`config.mk`:
```
export PLATFORM = sky130hd
export DESIGN_NAME = lvat_col_cell
export DESIGN_NICKNAME = d
export VERILOG_FILES = /design/src/rtl/core/lvat_pkg.sv /design/src/rtl/core/lvat_col_cell.sv
export SDC_FILE = /design/constraint.sdc
export NUM_CORES = 1
export LEC_CHECK = 0
export BUFFER_PORTS_ARGS = -buffer_cell sky130_fd_sc_hd__buf_2
export CELL_PAD_IN_SITES_DETAIL_PLACEMENT = 0
export CELL_PAD_IN_SITES_GLOBAL_PLACEMENT = 1
export CORE_ASPECT_RATIO = 2
export CORE_UTILIZATION = 34
export DETAILED_ROUTE_END_ITERATION = 10
export HOLD_SLACK_MARGIN = 0.12
export PLACE_DENSITY_LB_ADDON = 0.25
export SLEW_MARGIN = 15
export SYNTH_ARGS = -nofsm -noshare
export SYNTH_HDL_FRONTEND = slang
export SYNTH_SLANG_ARGS = --single-unit
export TNS_END_PERCENT = 20
```
`constraint.sdc`:
```
create_clock -name clock -period 1.4 [get_ports clock]
set_clock_uncertainty 0.1 [all_clocks]
set_input_delay 0.21 -clock clock [delete_from_list [all_inputs] [get_ports clock]]
set_output_delay 0.21 -clock clock [all_outputs]
set_load 0.02 [all_outputs]
```
`src/rtl/core/lvat_pkg.sv`:
```
package lvat_pkg;

   localparam int MAX_WIDTH  = 1024;
   localparam int MAX_HEIGHT = 1024;
   localparam int RADIUS     = 3;
   localparam int WIN        = 2 * RADIUS + 1;
   localparam int LINES      = WIN - 1;

   localparam int PIX_W  = 8;
   localparam int GEOM_W = 11;
   localparam int THR_W  = 15;
   localparam int ADDR_W = 4;
   localparam int DATA_W = 32;

   localparam int COL_W  = $clog2(MAX_WIDTH);
   localparam int ROW_W  = $clog2(MAX_HEIGHT + 2 * WIN);
   localparam int LAG_W  = $clog2(RADIUS * MAX_WIDTH + RADIUS + 1);

   localparam int CNT_W  = $clog2(WIN + 1);
   localparam int CSUM_W = PIX_W + CNT_W;
   localparam int CSQ_W  = 2 * PIX_W + CNT_W;
   localparam int N_W    = $clog2(WIN * WIN + 1);
   localparam int WSUM_W = PIX_W + N_W;
   localparam int WSQ_W  = 2 * PIX_W + N_W;
   localparam int DEV_W  = WSUM_W + 1;
   localparam int PROD_W = PIX_W + DEV_W;
   localparam int THRN_W = THR_W + N_W;
   localparam int QBIT_W = $clog2(PIX_W);

   localparam logic [GEOM_W-1:0] WIDTH_RST  = GEOM_W'(256);
   localparam logic [GEOM_W-1:0] HEIGHT_RST = GEOM_W'(256);
   localparam logic [THR_W-1:0]  THRESH_RST = THR_W'(1000);

   localparam logic [1:0] REG_WIDTH  = 2'd0;
   localparam logic [1:0] REG_HEIGHT = 2'd1;
   localparam logic [1:0] REG_THRESH = 2'd2;

   typedef enum logic [2:0] {
      ST_IDLE,
      ST_SHIFT,
      ST_SUM,
      ST_DIV,
      ST_VAR,
      ST_DEV,
      ST_DECIDE
   } state_type;

   typedef struct packed {
      logic [COL_W-1:0]  col;
      logic [CSUM_W-1:0] csum;
      logic [CSQ_W-1:0]  csq;
      logic [CNT_W-1:0]  cnt;
      logic [PIX_W-1:0]  center;
   } col_stat_type;

endpackage

```
`src/rtl/core/lvat_col_cell.sv`:
```
module lvat_col_cell
   import lvat_pkg::*;
(
   input  logic         clock,
   input  logic         shift,
   input  col_stat_type push_stat,
   output col_stat_type stat
);

   col_stat_type stat_ff;
   col_stat_type stat_in;

   always_comb begin
      stat_in = shift ? push_stat : stat_ff;
   end

   always_ff @(posedge clock) begin
      stat_ff <= stat_in;
   end

   assign stat = stat_ff;

endmodule

```
== Word level (Yosys, flattened, before mapping) ==
Cells that the tools add are included.

* Output and inout bits: 51
* Bits in registers: 51
* Word-level logic and storage cells: 5
* Input port bits: 53

== Logic depth before layout (Yosys ltp) ==
* Depth after elaboration: 0
* Mapped depth: 0
* Depth with buffers taken out: 0

== Least setup slack after synthesis ==
OpenSTA, ideal clock, no wires.

* Path kind: register to output
* From: reg stat_ff (netlist bit stat[0])
* To: out stat[0] in the netlist's numbering
* Stages on the path, launching flop included: 1
* Slack: 0.641 ns
* Arrival: 0.449 ns
* Path buffers: 0
* Path through: edfxtp_1

{| class="wikitable"
|+ RTL lines
! what !! line !! text
|-
| start: declaration || lvat_col_cell.sv:10 || <nowiki>col_stat_type stat_ff;</nowiki>
|-
| start signal: assignment || lvat_col_cell.sv:18 || <nowiki>stat_ff <= stat_in;</nowiki>
|-
| end: declaration || lvat_col_cell.sv:7 || <nowiki>output col_stat_type stat</nowiki>
|}

No word-level cell between the ends.

== Worst setup path in the final report ==
* From: reg stat_ff (netlist bit stat[4])
* To: out stat[4] in the netlist's numbering

No word-level cell between the ends.

==> metrics.cfg <==
[yosys]
yosysSeqAreaShare_pct=100
synth.avg_cell_area_um2=30.0
synthCells=51
synth_area_mm2=0.00153
synth_warnings=0
syn_nets=104
ys_seq_elements=51
yosysUniqueCellTypes=1

[critical_path]
crit_type=reg -> out
critical_path_arrival_ns=0.86
cp-start-kind=register
worstSetupEndpointType=output pin
cp_cell_sequence=buf_2
cp_data_required_time_ns=1.09
cpPeakStageDelay_ns=0.39
path_max_fanout=1
cpLargestDelayFamily=flip-flops
cpMaxStageDelayCell=edfxtp_1
crit_buf_inv=1

[power]
cellPowerDensity_mw_per_mm2=1140
leakage_nw=1.17
internal_power_w=0.00239
total_power_w=0.00312
p_comb_share_pct=15.4
vdd_ir_drop_max_uv=1050
p_seq_share_pct=58.9
p_sw_w=0.000731
p_sw_share_pct=23.4
clkPwrFrac_pct=25.6

[cts]
numCtsBuffers=5
cts-root-buf=clkbuf_8
clockBufferDepth=2
cts-resized-gates=0
htree_levels=2
cts_tree=yes
clk_transition_reported_paths_ns=0.09
hold_buffers=51
postCtsSetupBuffers=0
cts.sinks=51

[drt]
wl_per_cell_um=12.2
wl_mm=3.28
drtPass1Iterations=4
vias=1096
ant_nets=0
drc=0
vias_per_cell=4.07
drtIter0Drc=17

[sta]
max_freq_ghz=0.853
finalSetupViolations=0
tightest_slew_ns=0.208
grt_setup_unrepaired=false
min_period_ns=1.17
drv_slew=0
fin_setup_tns_ns=0
relSlewSlack_pct=86.1
worst_hold_slack_ns=0.272
final_hold_viol_count=0
min_period_over_period_pct=83.7

[floorplan]
fp.coreArea_mm2=0.00434
top_level_ports=104
die_h_um=96.9
rows=34
fp.dieW_um=49.5
start_util_pct=35.3
die_area_mm2=0.00479

[global_route]
grt_pass1_vias=1215
grt_max_degree=40
antenna_found_initial=0
overflow=0
grt_use_total_pct=14.4
grt_pass1_wl_mm=5.07

[outcome]
status=completed

[placed_design]
io_buffers=103
dp_cells=210
gp_congestion=0.690

[layout]
nMultiInputCombCells=0
synthToLayoutAreaGrowth_pct=78.8
largest_reg_flops=51
final_nets=267
multi_input_area_um2=0
stdcell_count=269
drive_gt1_share_pct=52.1
antenna_cells=0

[run]
maxCapViolations=0

[worst_hold_path]
hold_path.class=in -> reg

-- Yosys cell counts (all sizes together) --
master	instances	area, um^2
edfxtp	51	1530
-- layer usage --
metal  up-vias  global-route usage (%)  routed length (um)
met5         -                       0                   0
met4         0                    9.89                 149
met3        13                    5.35                 316
met2        68                    25.7                1720
met1       485                    12.7                1090
li1        530                       -                   -
-- power by group through the flow --
| stage | clock network [W] | registers (W) | logic, W |
|---|---|---|---|
| after floorplan | 0 | 0.00204 | 0 |
| after global placement | 0 | 0.00187 | 0.000366 |
| after detailed placement | 0 | 0.00187 | 0.000373 |
| after CTS | 0.000820 | 0.00184 | 0.000485 |
| after global routing | 0.000865 | 0.00185 | 0.000511 |
| final | 0.000799 | 0.00184 | 0.000482 |
-- final cells by class --
class                   count  area, um^2
clock buffers               6        72.6
clock inverters             2        12.5
fillers                   349        1600
flip-flops and latches     51        1530
well taps                  54        67.6
repair buffers            156        1050
-- worst paths after layout --
| check | startpoint | endpoint | cells past startpoint |
|---|---|---|---|
| setup / recovery | stat[4]$_DFFE_PP_ | stat[4] | 1 |
| hold / removal | shift | stat[42]$_DFFE_PP_ | 2 |
-- layout by cell type, fill, tap and decap left out --
cell type / instances
buf_12: 1
buf_2: 103
buf_4: 1
clkbuf_1: 1
clkbuf_8: 5
clkinv_2: 1
clkinvlp_4: 1
dlygate4sd3_1: 51
edfxtp_1: 51
-- metrics by stage --
stage	cell area, um^2	setup WS, ns	util, %
5_1_grt	2740	0.192	63.1
6_report	2740	0.228	63.1
4_1_cts	2740	0.232	63.1
3_5_place_dp	2140	0.423	49.4
2_1_floorplan	1530	0.641	-
3_3_place_gp	2140	0.433	49.4
-- logic make-up (layout without fill, tap and decap cells) --
kind of cell / Yosys count / count (layout) / share of synthesized area (%)
DFF: 51 / 51 / 100
buffers and inverters: 0 / 164 / 0
Note: power is estimated with default switching activity, not from simulation.
