==> src/rtl/core/lvat_pkg.sv <==
package lvat_pkg;

   localparam int MAX_WIDTH  = 1024;
   localparam int MAX_HEIGHT = 1024;
   localparam int RADIUS     = 3;
   localparam int WIN        = 2 * RADIUS + 1;
   localparam int LINES      = WIN - 1;

   localparam int PIX_W  = 8;
   localparam int GEOM_W = 11;
   localparam int THR_W  = 15;
   localparam int ADDR_W = 4;
   localparam int DATA_W = 32;

   localparam int COL_W  = $clog2(MAX_WIDTH);
   localparam int ROW_W  = $clog2(MAX_HEIGHT + 2 * WIN);
   localparam int LAG_W  = $clog2(RADIUS * MAX_WIDTH + RADIUS + 1);

   localparam int CNT_W  = $clog2(WIN + 1);
   localparam int CSUM_W = PIX_W + CNT_W;
   localparam int CSQ_W  = 2 * PIX_W + CNT_W;
   localparam int N_W    = $clog2(WIN * WIN + 1);
   localparam int WSUM_W = PIX_W + N_W;
   localparam int WSQ_W  = 2 * PIX_W + N_W;
   localparam int DEV_W  = WSUM_W + 1;
   localparam int PROD_W = PIX_W + DEV_W;
   localparam int THRN_W = THR_W + N_W;
   localparam int QBIT_W = $clog2(PIX_W);

   localparam logic [GEOM_W-1:0] WIDTH_RST  = GEOM_W'(256);
   localparam logic [GEOM_W-1:0] HEIGHT_RST = GEOM_W'(256);
   localparam logic [THR_W-1:0]  THRESH_RST = THR_W'(1000);

   localparam logic [1:0] REG_WIDTH  = 2'd0;
   localparam logic [1:0] REG_HEIGHT = 2'd1;
   localparam logic [1:0] REG_THRESH = 2'd2;

   typedef enum logic [2:0] {
      ST_IDLE,
      ST_SHIFT,
      ST_SUM,
      ST_DIV,
      ST_VAR,
      ST_DEV,
      ST_DECIDE
   } state_type;

   typedef struct packed {
      logic [COL_W-1:0]  col;
      logic [CSUM_W-1:0] csum;
      logic [CSQ_W-1:0]  csq;
      logic [CNT_W-1:0]  cnt;
      logic [PIX_W-1:0]  center;
   } col_stat_type;

endpackage

==> src/rtl/core/lvat_div.sv <==
module lvat_div
   import lvat_pkg::*;
(
   input  logic              clock,
   input  logic              reset,
   input  logic              start,
   input  logic [WSUM_W-1:0] dividend,
   input  logic [N_W-1:0]    divisor,
   output logic              done,
   output logic [PIX_W-1:0]  quotient
);

   logic              busy_ff, busy_in;
   logic              done_ff, done_in;
   logic [QBIT_W-1:0] bit_ff, bit_in;
   logic [WSUM_W-1:0] rem_ff, rem_in;
   logic [N_W-1:0]    dvs_ff, dvs_in;
   logic [PIX_W-1:0]  quot_ff, quot_in;
   logic [WSUM_W-1:0] trial;

   // quotient fits in PIX_W bits, so only those bit positions are tried
   always_comb begin
      trial   = WSUM_W'(dvs_ff) << bit_ff;
      busy_in = busy_ff;
      done_in = 1'b0;
      bit_in  = bit_ff;
      rem_in  = rem_ff;
      dvs_in  = dvs_ff;
      quot_in = quot_ff;
      if (start) begin
         busy_in = 1'b1;
         bit_in  = QBIT_W'(PIX_W - 1);
         rem_in  = dividend;
         dvs_in  = divisor;
         quot_in = '0;
      end else if (busy_ff) begin
         if (rem_ff >= trial) begin
            rem_in          = rem_ff - trial;
            quot_in[bit_ff] = 1'b1;
         end
         if (bit_ff == '0) begin
            busy_in = 1'b0;
            done_in = 1'b1;
         end else begin
            bit_in = bit_ff - 1'b1;
         end
      end
   end

   always_ff @(posedge clock) begin
      if (reset) begin
         busy_ff <= 1'b0;
         done_ff <= 1'b0;
      end else begin
         busy_ff <= busy_in;
         done_ff <= done_in;
      end
      bit_ff  <= bit_in;
      rem_ff  <= rem_in;
      dvs_ff  <= dvs_in;
      quot_ff <= quot_in;
   end

   assign done     = done_ff;
   assign quotient = quot_ff;

endmodule

==> config.mk <==
export PLATFORM = sky130hd
export DESIGN_NAME = lvat_div
export DESIGN_NICKNAME = d
export VERILOG_FILES = /design/src/rtl/core/lvat_pkg.sv /design/src/rtl/core/lvat_div.sv
export SDC_FILE = /design/constraint.sdc
export NUM_CORES = 1
export LEC_CHECK = 0
export BUFFER_PORTS_ARGS = -buffer_cell sky130_fd_sc_hd__buf_2
export CORE_UTILIZATION = 40
export CTS_CLUSTER_SIZE = 25
export DETAILED_ROUTE_END_ITERATION = 16
export GPL_ROUTABILITY_DRIVEN = 0
export PLACE_DENSITY = 0.58
export SYNTH_ARGS = -nofsm -noshare
export SYNTH_HDL_FRONTEND = slang
export SYNTH_SLANG_ARGS = --single-unit
==> constraint.sdc <==
create_clock -name clock -period 4.4 [get_ports clock]
set_input_delay 0.66 -clock clock [delete_from_list [all_inputs] [get_ports clock]]
set_output_delay 0.66 -clock clock [all_outputs]
set_load 0.01 [all_outputs]
* After elaboration in Yosys (flattened, before gate mapping)
Index checks and enable logic that the tools add are counted.
Word-level totals: word-level logic and storage cells 32, bits of input ports 23, output and inout bits 9, bits in registers 33
Operators by class: shift-type cells 1, reductions and logical operators 8, order comparisons 3, bitwise operators 3, mux-type cells 9, add/subtract/negate cells 2
Operators by type and width (count):
- $mux W14 | 3
- $ge A14 B14 Y1 | 1
- $shl A6 B3 Y14 | 1
- $sub A14 B14 Y14 | 1
- $or A8 B8 Y8 | 1
- $reduce_and A2 Y1 | 3
- $mux W1 | 5
- $lt A3 B4 Y1 const B | 1
- $reduce_bool A2 Y1 | 2
- $demux W1 S3 | 1
- $ge A3 B1 Y1 const B | 1
- $logic_not A3 Y1 | 1
- $reduce_or A3 Y1 | 1
- $sub A3 B1 Y3 const B | 1
- $not A1 Y1 | 2
- $logic_and A1 B1 Y1 | 1

* Logic depth before layout (Yosys ltp)
depth after elaboration 5, gate-level depth with buffers 12, depth with buffers taken out 10

* Least setup slack after synthesis
OpenSTA, ideal clock, no wires.
path kind reg2reg, start point reg bit_ff[2], end point reg rem_ff[0], enable pin, data required time 3.996 ns, period minus slack after synthesis 3.752 ns, data arrival time 3.347 ns, cell stages (with the launch flop) 12, setup slack 0.648 ns, library setup time 0.404 ns, path buffers 3, cell sequence dfxtp_1 > clkbuf_1 > clkbuf_1 > nor3_1 > ha_1 > fa_1 > nand2b_1 > a21oi_2 > o21ai_2 > o21a_1 > buf_6 > o21ai_0
Between the ends: longest elaborated chain between the ends 4
Ends and longest elaborated chain:
- start, declared | line lvat_div.sv:15 | logic [QBIT_W-1:0] bit_ff, bit_in;
- start signal, assigned | line lvat_div.sv:58 | bit_ff <= bit_in;
- $shl A6 B3 Y14 | line lvat_div.sv:23 | trial = WSUM_W'(dvs_ff) << bit_ff;
- $ge A14 B14 Y1 | line lvat_div.sv:37 | if (rem_ff >= trial) begin
- $reduce_bool A2 Y1 (no line)
- $reduce_and A2 Y1 (no line)
- end signal, assigned | line lvat_div.sv:59 | rem_ff <= rem_in;
- end, declared | line lvat_div.sv:16 | logic [WSUM_W-1:0] rem_ff, rem_in;
No other way between the ends. A chain may end at the register's enable or synchronous reset.

* Worst setup path after layout
start point reg bit_ff[0], end point reg rem_ff[8], enable pin
Same word-level chain as after synthesis.

==> metrics.cfg <==
[placement]
dp_hpwl_um=3740
pre_cts_slack_ps=841
placedCellCount=328
io_buffer_count=31

[floorplanning]
die_height_um=76.3
dieWidth_um=76.3
die_area_um2=5820
rows=26
core_region_area_um2=5200
num_io_pins=32
initial_core_util_pct=42.4

[sta]
worst_pin_slew_ps=645
fmax_mhz=278
hold_viol_final=0
slew_violations=0
tns_ps=0
timing.final.crit_share_pct=81.7
relSlewSlack_pct=57.0
rsz0062_at_grt=false
fin_ws_ps=806
min_period_ps=3590
skew_ps=7.59
setup_viol=0

[yosys]
synth_cell_types=50
synth_cells=237
syn_avg_cell_area_um2=9.32
async_reset_ff_share_pct=0
syn_nets=276
synth-main-ff-cell=edfxtp_1
ys_seq_area_share_pct=39.0
synth_seq_cells=33
synth_warnings=0
syn-cell-area_um2=2210
synth_edf_count=20

[finish]
nets=304
n_antenna_cell=0
fin_cells=336
drive_above_1_share_pct=19.5
synthToLayoutAreaGrowth_pct=13.0

[route]
wirelength_um=5010
viasPerCell=5.38
dr_total_vias=1807
wl_per_cell_um=14.9
drtPass1Iterations=4
drtIter0Drc=74
ant_nets=0
drcViolationCount=0

[pwr]
peakVddDrop_mv=0.211
leakage_nw=1.05
power_w=0.00120
power_density_nw_per_um2=479

[status]
status=finished, final reports clean

[clocking]
root_buffer=clkbuf_8
cts_hold_buf=0
cts_resized=0
cts_made_buffers=5
clock-sinks=33
htree_num_levels=2
clk_pin_slew_ps=70
cts_tree=built
postCtsSetupBuffers=0
cts_buffer_depth=2
clock_latency_ps=290

[grt]
grtUsageTotal_pct=18.7
grt_pass1_wl_um=8540
grt_overflow_total=0
antenna_found_initial=0
grt_pass1_vias=1774
grt_start_max_net_pins=39

[worst_setup_path]
worstPathRequired_ps=4450
worstPathArrival_ps=3650
reg2reg_to=rem_ff[8]
regToRegSetupSlack_ps=810
critPathKind=reg2reg
cp-start-kind=flip-flop
crit_path_max_incr_delay_ps=640
crit_chain=clkinv_1 > nand2_1 > mux2i_1 > mux2i_1 > ha_1 > nand2_1 > o41ai_2 > a2111oi_1 > o21a_1 > o21ai_1 > buf_4
cp-end-kind=flip-flop
crit_fanout=13
worstRegToRegCells=11
r2r-start=bit_ff[0]
cp_slowest_cell=dfxtp_1

[hold_path]
min_path_cells=2
timing.hold.worst.start=quotient[2]
hp-class=reg2reg
worstHoldEndpoint=quotient[2]

[run]
drv_cap=0

==> power breakdown <==
part | total [W] | leakage, nW | internal, W | switching (W)
clock | 0.000226 | 0.0450 | 0.000110 | 0.000117
combinational | 0.000535 | 0.698 | 0.000218 | 0.000317
sequential | 0.000434 | 0.305 | 0.000399 | 0.0000351
total | 0.00120 | 1.05 | 0.000727 | 0.000469
==> synthesized netlist by cell type, drive strengths merged, types with 3 or more instances <==
master	count	area share, %
o32ai	6	2.4
nor2	12	2.0
o21a	3	1.0
or3	5	1.4
nand2b	7	2.0
xor2	4	1.6
xnor2	3	1.2
mux2i	6	2.7
mux2	4	2.0
inv	13	2.2
edfxtp	20	27
nand3	6	1.6
nor3	9	2.0
dfxtp	13	12
nor4	4	1.4
nor2b	4	1.1
a21o	4	1.4
clkbuf	10	1.7
o211ai	4	1.4
o21ai	18	4.2
nand2	29	4.9
ha	15	8.5
a21oi	12	2.9
==> how the worst max path moves through the flow <==
stage,from,endpoint,cells past startpoint
after CTS,bit_ff[0],rem_ff[2],11
after detailed placement,bit_ff[0],rem_ff[4],11
final,bit_ff[0],rem_ff[8],11
after floorplan,bit_ff[2],rem_ff[0],11
after global routing,bit_ff[0],rem_ff[8],11
after global placement,bit_ff[0],rem_ff[8],11
==> cell families (layout without fill, tap and decap cells) <==
| family | after synthesis | after routing | synth area share, % |
|---|---|---|---|
| compound gates | 65 | 65 | 21.4 |
| xor+xnor | 7 | 7 | 2.78 |
| fa+ha+maj | 16 | 16 | 9.41 |
| buf+inv | 26 | 55 | 4.82 |
| flops | 33 | 33 | 39.0 |
| mux | 10 | 10 | 4.76 |
| simple gates | 80 | 80 | 17.8 |
==> cells in the final DEF, fill, tap and decap left out, types with 3 or more instances in the layout <==
master    instances
edfxtp_1         20
nor3_1            9
xor2_1            4
nand2_1          29
nand2b_1          7
mux2i_1           6
ha_1             15
dfxtp_1          13
o21a_1            3
nor4_1            3
a21oi_1          11
inv_1            13
mux2_2            4
o32ai_1           6
clkbuf_8          5
nor2_1           12
buf_2            31
nand3_1           5
a21o_1            4
xnor2_1           3
or3_1             5
o211ai_1          4
nor2b_1           4
o21ai_0          15
==> final cells by class <==
class                      count  area (um^2)
clock buffer                   6         72.6
clock inverter                 2         10.0
fill                         519         2710
inverter                      14         52.6
multi-input combinational    178         1240
sequential                    33          861
tap                           70         87.6
timing repair buffer          33          170
==> registers in the layout, summed over array words and instances (netlist names) <==
register and count:
rem_ff 14, busy_ff 1, done 1, dvs_ff 6, quotient 8, bit_ff 3
==> through the flow <==
stage          instance area (um^2)  hold slack (ps)  utilization, %
2_1_floorplan                  2210              476               -
3_3_place_gp                   2410              460            46.3
3_5_place_dp                   2410              444            46.3
4_1_cts                        2490              455            47.9
5_1_grt                        2490              482            47.9
6_report                       2490              454            47.9
==> worst max-delay path, delay by kind of cell, from the launching register on <==
family	cells	cell delay, ps
simple gates	2	340
buf+inv	2	640
compound gates	4	1060
mux	2	340
flops	1	640
fa+ha+maj	1	330
==> routing by layer <==
| metal | global-route usage [%] | wire length (um) | up-vias | share of wire (%) |
|---|---|---|---|---|
| li1 | - | - | 934 | - |
| met1 | 25.9 | 2510 | 824 | 50 |
| met2 | 28.1 | 2230 | 41 | 45 |
| met3 | 3.11 | 183 | 8 | 3.6 |
| met4 | 9.04 | 88 | 0 | 1.8 |
| met5 | 0 | 0 | - | 0 |
Note: power is estimated with default switching activity, not from simulation.
